<file path="src/rtl/fsq_pkg.sv">
package fsq_pkg;

   localparam int PORT_WIDTH          = 32;
   localparam int DEF_WORD_WIDTH      = 32;
   localparam int DEF_EXP_WIDTH       = 8;
   // root digits resolved per pipeline stage
   localparam int STEPS_PER_STAGE     = 4;

endpackage

</file>
<file path="src/rtl/float_square_root_unit.sv">
// float_square_root_unit: square root of one raw float word per beat.
// Format: WORD_WIDTH bits (sign, EXP_WIDTH-bit biased exponent, fraction)
// in the low bits of req_operand_bits; rsp_root_bits holds the root in the
// same format with the bits above WORD_WIDTH at zero.
// A beat is taken at each rising edge where start is high and busy is low.
// busy is always low: the pipeline takes one operand every cycle.
// Each result shows on rsp_root_bits for one cycle with rsp_valid high,
// in the order the operands came in.
// The pipeline has NUM_STAGES root stages, where NUM_STAGES is ceil((F + 2) / 4)
// and F is the fraction width. The root is resolved four digits per stage of
// a restoring digit-by-digit pipeline.
// Zero/subnormal inputs give a signed zero, +inf gives +inf, NaN and negatives
// give a NaN with only the lowest fraction bit set; normals are rounded to nearest even.
// Synchronous reset clears every stage valid bit; beats in flight are lost.
// The receiver cannot stall, so results are never held back.
module float_square_root_unit #(
   parameter int WORD_WIDTH = fsq_pkg::DEF_WORD_WIDTH,
   parameter int EXP_WIDTH  = fsq_pkg::DEF_EXP_WIDTH
) (
   input  logic                           clock,
   input  logic                           reset,
   input  logic                           start,
   output logic                           busy,
   input  logic [fsq_pkg::PORT_WIDTH-1:0] req_operand_bits,
   output logic                           rsp_valid,
   output logic [fsq_pkg::PORT_WIDTH-1:0] rsp_root_bits
);
   import fsq_pkg::*;

   localparam int W      = WORD_WIDTH;
   localparam int E      = EXP_WIDTH;
   localparam int F      = W - E - 1;
   localparam int N      = F + 2;
   localparam int REM_W  = N + 2;
   localparam int RAD_W  = 2 * N;
   localparam int NS     = (N + STEPS_PER_STAGE - 1) / STEPS_PER_STAGE;
   localparam logic [E-1:0] BIAS     = E'((1 << (E - 1)) - 1);
   localparam logic [E-1:0] EXP_ONES = {E{1'b1}};

   // decode
   logic          in_sign;
   logic [E-1:0]  in_expo;
   logic [F-1:0]  in_frac;
   logic          in_spec;
   logic [W-1:0]  in_spec_val;
   logic [F+1:0]  in_sig;
   logic [E-1:0]  in_expo_adj;
   logic [E:0]    in_exp_sum;
   logic          accept;

   assign busy    = 1'b0;
   assign accept  = start & ~busy;
   assign in_sign = req_operand_bits[W-1];
   assign in_expo = req_operand_bits[W-2:F];
   assign in_frac = req_operand_bits[F-1:0];

   always_comb begin
      in_spec     = 1'b1;
      in_spec_val = {1'b0, EXP_ONES, {(F-1){1'b0}}, 1'b1};
      if (in_expo == '0) begin
         in_spec_val = {in_sign, {(W-1){1'b0}}};
      end else if (in_expo == EXP_ONES) begin
         if (in_frac == '0 && !in_sign) begin
            in_spec_val = {1'b0, EXP_ONES, {F{1'b0}}};
         end
      end else if (!in_sign) begin
         in_spec = 1'b0;
      end
   end

   // unbiased exponent is odd when the biased one is even (bias is odd)
   assign in_sig      = in_expo[0] ? {1'b0, 1'b1, in_frac} : {1'b1, in_frac, 1'b0};
   assign in_expo_adj = in_expo - {{(E-1){1'b0}}, ~in_expo[0]};
   assign in_exp_sum  = {1'b0, in_expo_adj} + {1'b0, BIAS};

   // pipeline stage registers
   logic             valid_ff [0:NS];
   logic             spec_ff  [0:NS];
   logic [W-1:0]     sval_ff  [0:NS];
   logic [E-1:0]     exp_ff   [0:NS];
   logic [RAD_W-1:0] rad_ff   [0:NS];
   logic [REM_W-1:0] rem_ff   [0:NS];
   logic [N-1:0]     root_ff  [0:NS];

   always_ff @(posedge clock) begin
      if (reset) begin
         valid_ff[0] <= 1'b0;
      end else begin
         valid_ff[0] <= accept;
      end
      spec_ff[0] <= in_spec;
      sval_ff[0] <= in_spec_val;
      exp_ff[0]  <= in_exp_sum[E:1];
      rad_ff[0]  <= {in_sig, {N{1'b0}}};
      rem_ff[0]  <= '0;
      root_ff[0] <= '0;
   end

   for (genvar k = 0; k < NS; k++) begin : g_stage
      logic [RAD_W-1:0] rad_in;
      logic [REM_W-1:0] rem_in;
      logic [N-1:0]     root_in;

      always_comb begin
         logic [REM_W-1:0] trial;
         rad_in  = rad_ff[k];
         rem_in  = rem_ff[k];
         root_in = root_ff[k];
         for (int j = 0; j < STEPS_PER_STAGE; j++) begin
            if (k * STEPS_PER_STAGE + j < N) begin
               rem_in = {rem_in[REM_W-3:0], rad_in[RAD_W-1:RAD_W-2]};
               rad_in = {rad_in[RAD_W-3:0], 2'b00};
               trial  = {root_in, 2'b01};
               if (rem_in >= trial) begin
                  rem_in  = rem_in - trial;
                  root_in = {root_in[N-2:0], 1'b1};
               end else begin
                  root_in = {root_in[N-2:0], 1'b0};
               end
            end
         end
      end

      always_ff @(posedge clock) begin
         if (reset) begin
            valid_ff[k+1] <= 1'b0;
         end else begin
            valid_ff[k+1] <= valid_ff[k];
         end
         spec_ff[k+1] <= spec_ff[k];
         sval_ff[k+1] <= sval_ff[k];
         exp_ff[k+1]  <= exp_ff[k];
         rad_ff[k+1]  <= rad_in;
         rem_ff[k+1]  <= rem_in;
         root_ff[k+1] <= root_in;
      end
   end

   // round to nearest even, renormalize on carry
   logic [F+1:0] rnd_sum;
   logic         rnd_inc;
   logic [F-1:0] out_frac;
   logic [E-1:0] out_exp;
   logic [W-1:0] out_word_in;
   logic         rsp_valid_ff;
   logic [W-1:0] rsp_word_ff;

   assign rnd_inc  = root_ff[NS][0] & ((rem_ff[NS] != '0) | root_ff[NS][1]);
   assign rnd_sum  = {1'b0, root_ff[NS][N-1:1]} + {{(F+1){1'b0}}, rnd_inc};
   assign out_frac = rnd_sum[F+1] ? rnd_sum[F:1] : rnd_sum[F-1:0];
   assign out_exp  = exp_ff[NS] + {{(E-1){1'b0}}, rnd_sum[F+1]};
   assign out_word_in = spec_ff[NS] ? sval_ff[NS] : {1'b0, out_exp, out_frac};

   always_ff @(posedge clock) begin
      if (reset) begin
         rsp_valid_ff <= 1'b0;
      end else begin
         rsp_valid_ff <= valid_ff[NS];
      end
      rsp_word_ff <= out_word_in;
   end

   assign rsp_valid     = rsp_valid_ff;
   assign rsp_root_bits = PORT_WIDTH'(rsp_word_ff);

   // a negative result is only ever a negative zero
   assert property (@(posedge clock) disable iff (reset)
      rsp_valid && rsp_word_ff[W-1] |-> rsp_word_ff[W-2:0] == '0)
      else $error("negative nonzero root");

   // a normal root never lands on the all-ones exponent
   assert property (@(posedge clock) disable iff (reset)
      valid_ff[NS] && !spec_ff[NS] |=> rsp_word_ff[W-2:F] != EXP_ONES)
      else $error("normal root overflowed exponent");

   // valid bits advance one stage per cycle
   assert property (@(posedge clock) disable iff (reset)
      valid_ff[0] |=> valid_ff[1])
      else $error("beat dropped in first root stage");

   // leading root digit is set for every normal operand
   assert property (@(posedge clock) disable iff (reset)
      valid_ff[NS] && !spec_ff[NS] |-> root_ff[NS][N-1] || root_ff[NS][N-2])
      else $error("root not normalized");

endmodule

</file>
<file path="config.mk">
export PLATFORM = sky130hd
export DESIGN_NAME = float_square_root_unit
export DESIGN_NICKNAME = d
export VERILOG_FILES = /design/src/rtl/fsq_pkg.sv /design/src/rtl/float_square_root_unit.sv
export SDC_FILE = /design/constraint.sdc
export NUM_CORES = 2
export LEC_CHECK = 0
export BUFFER_PORTS_ARGS = -buffer_cell sky130_fd_sc_hd__buf_2
export CELL_PAD_IN_SITES_DETAIL_PLACEMENT = 0
export CELL_PAD_IN_SITES_GLOBAL_PLACEMENT = 1
export CORE_ASPECT_RATIO = 1.4
export CORE_MARGIN = 5
export CORE_UTILIZATION = 50
export DETAILED_ROUTE_END_ITERATION = 12
export HOLD_SLACK_MARGIN = 0.1
export PLACE_DENSITY = 0.94
export SYNTH_ARGS = -nofsm -noshare
export SYNTH_HDL_FRONTEND = slang
export SYNTH_SLANG_ARGS = --single-unit
export TNS_END_PERCENT = 100
</file>
<file path="constraint.sdc">
create_clock -name clock -period 18.05 [get_ports clock]
set_input_delay 0.9025 -clock clock [delete_from_list [all_inputs] [get_ports clock]]
set_output_delay 0.9025 -clock clock [all_outputs]
set_load 0.03 [all_outputs]
</file>
==> metrics.txt <==
Data required, critical path approximately 19 ns; Final Hold Fails 0; Tcrit/Tclk final between 80 and 90%; root buffer cell clkbuf_16; leakage power around 17 nW; post-synthesis mux area share under 10%; Layout area overhead 7.887%; largest net degree at the start of global routing 39; register share of total power 23.4%; DR vias/cell between 5 and 6; Switching Share 45.93%; Worst-path clk slew around 0.070 ns; YS warnings 0; row cnt about 110; commonest non-fill, non-tap cell in the layout dfxtp_1; HP Class flip-flop to flip-flop; Synth Area in Compound Gates around 22%; hold buffer count at CTS 0; DRC Markers 0; Mapped Avg Cell Area approximately 8.2 um^2; post-synth cell types around 130; total track usage about a quarter; adder-cell area share of the yosys netlist 12.13%; slew margin rel. 21.93%; final net count 4643; drt total wl around 96 mm; Top delay family on crit path compound AO/OA/AOI/OAI gates; dpl hpwl approximately 76 mm; most frequent cells in the layout dfxtp_1 (471), nor2_1 (371), a21oi_1 (347); asr flop ratio synth 0%; clk_lat worst skew 0.61 ns; number of setup buffers added after CTS 0; Num CTS Buffers 45; Core Area 0.06904 mm^2; Chip Width roughly 230 um; crit-path max FO 38; Initial Utilization about half; CP Data Arrival Time around 15 ns; CTS tree yes; final setup fails 0; sequential share of the synthesized area between 20% and 30%; Psw 2.827 mW; Startpoint Class flip-flop; Buf+Inv Stages, Crit Path 5; WL/cell roughly 18 um; Tot Pwr about 6.2 mW; top_reg_cell synth dfxtp_1; Resize count post-CTS 0; Die H around 320 um; main combinational cell family by area after synthesis compound AO/OA/AOI/OAI gates; vias in the first global route around 30000; GP Congestion 0.9605; initial antenna violation count 1; clock buffer depth 3; number of synthesized flops with an enable pin 0; Setup Skew 0.03957 ns; Mapped Cells about 4200; Synth Register Bits around 470; Fmax approximately 0.067 GHz; crit-path max cell delay roughly 0.86 ns; Simple-Gate Fraction of Synth Area 19.95%; first-pass GRT wire length 153.1 mm; Sum Neg Setup Slack 0 ns; Slew Viols, Final 0; clock share of power 16.1%; Post-Syn Area 0.03477 mm^2; layout cell share with drive strength beyond 1 8.823%; P per Cell Area approximately 160 mW/mm^2; Max Cap Viol 0; CP endpoint kind flip-flop; Initial DRC Count approximately 1900; DR pass1 iterations 8; die area roughly 0.075 mm^2; RSZ-0062 raised after global routing no; total vias in the final route ~31000; final core occ between 50 and 60%; Crit-path slowest cell inv_1; CTS Sinks around 470; Int Pwr 3.329 mW; # port buffers 67; Final min period roughly 15 ns; Max H-tree Level 2; Critical Path Most Common Cell a21oi_1; Combinational Power Share approximately three fifths; setup ws final approximately 3.2 ns; Slew @ Worst Pin 1.168 ns; Final ANT Viol Nets 0; status complete, no violations; Max VDD drop 0.0001020 V; post-synthesis xor/xnor area fraction a little under a tenth; I/O Pins 69; kind of critical path flip-flop to flip-flop; GRT overflow 0; Placement Setup Slack 3.577 ns
-- Yosys cell counts, drive strengths merged, types with 11 or more instances --
| master | count | share of area, % |
|---|---|---|
| o2111ai | 21 | 0.56 |
| o21ai | 231 | 3.3 |
| nand2 | 342 | 3.7 |
| nand3 | 108 | 1.6 |
| xnor2 | 232 | 5.8 |
| and2 | 40 | 0.72 |
| o31ai | 47 | 1.1 |
| a211o | 11 | 0.28 |
| or4 | 26 | 0.58 |
| a221oi | 11 | 0.38 |
| ha | 329 | 12 |
| a31o | 15 | 0.38 |
| nand4 | 50 | 0.98 |
| and4 | 15 | 0.39 |
| xor2 | 149 | 3.8 |
| or2 | 39 | 0.70 |
| nor2 | 372 | 4.0 |
| clkbuf | 71 | 0.77 |
| buf | 36 | 0.63 |
| o21a | 49 | 1.1 |
| a41oi | 13 | 0.37 |
| a21oi | 348 | 5.0 |
| and3 | 39 | 0.70 |
| a2111oi | 19 | 0.67 |
| nand2b | 42 | 0.76 |
| inv | 279 | 3.0 |
| o21bai | 53 | 1.1 |
| mux2i | 37 | 1.1 |
| a21o | 119 | 2.6 |
| nor4 | 57 | 1.2 |
| a31oi | 41 | 0.76 |
| nand3b | 14 | 0.30 |
| nor3b | 12 | 0.26 |
| a21boi | 20 | 0.43 |
| mux2 | 98 | 3.2 |
| o211ai | 25 | 0.55 |
| dfxtp | 471 | 27 |
| nor2b | 47 | 0.85 |
| a211oi | 24 | 0.58 |
| a311oi | 18 | 0.52 |
| or3 | 40 | 0.76 |
| nor3 | 94 | 1.4 |
-- power groups by stage --
stage	registers, mW	clock network, mW	logic (mW)
final	1.44	0.991	3.72
after global routing	1.46	1.06	4.11
after CTS	1.44	1.01	3.69
after detailed placement	1.46	0	3.66
after global placement	1.46	0	3.63
after floorplan	1.43	0	2.84
-- registers in the layout (all words and copies together), names as in the netlist --
signal,cells
rsp_valid,1
rsp_root_bits,32
sval_ff,24
rad_ff,52
exp_ff,64
valid_ff,8
root_ff,109
spec_ff,8
rem_ff,173
-- layer usage --
layer,vias to the layer above,global-route usage (%),share of wire [%]
li1,15400,-,-
met1,14420,28.39,40
met2,789,45.43,50
met3,286,2.451,4.1
met4,0,13.17,6.1
met5,-,0,0
-- layout make-up --
cell class                 instances  area (um^2)
fill                            6596        31520
multi-input combinational       3392        23850
sequential                       471         9429
clock buffer                      56         1247
tap                              928         1161
inverter                         281         1056
timing repair buffer              83        455.4
clock inverter                    24        310.3
antenna                            1        2.502
-- final timing paths --
| kind | start | endpoint | slack, ns | depth (start not counted) |
|---|---|---|---|---|
| hold / removal | sval_ff[1][63] | sval_ff[1][95] | 0.31 | 0 |
| setup reg to reg | root_ff[1][26] | rem_ff[1][78] | 3.23 | 51 |
| hold reg to reg | sval_ff[1][63] | sval_ff[1][95] | 0.31 | 0 |
| setup / recovery | root_ff[1][26] | rem_ff[1][78] | 3.23 | 51 |
-- kinds of logic (layout without fill, tap and decap cells) --
logic type,count (synthesis),after routing
AND/OR/NAND/NOR,1370,1370
multiplexers,135,135
AO/OA/AOI/OAI,1168,1168
buffers and inverters,388,444
XOR/XNOR,381,381
flip-flops,471,471
other,2,5
adder cells (fa/ha/maj),334,334
-- stage by stage --
step / cell area [um^2] / std cells / hold WS (ns)
2_1_floorplan: 34780 / 4251 / 0.3096
3_3_place_gp: 35950 / 5155 / 0.3097
3_5_place_dp: 35950 / 5155 / 0.3121
4_1_cts: 37510 / 5235 / 0.3070
5_1_grt: 37510 / 5235 / 0.3109
6_report: 37510 / 5236 / 0.3085
-- worst reg2reg max path: cells and delay by family, from the launching register on --
family | cells | cell delay [ns]
buffers and inverters | 5 | 1.88
and+or+nand+nor | 4 | 1.22
DFF | 1 | 0.38
adders and majority gates | 5 | 1.62
xor gates and xnor gates | 1 | 0.15
muxes | 2 | 0.65
AOI/OAI and AO/OA | 34 | 8.79
(Power assumes the default switching activity.)
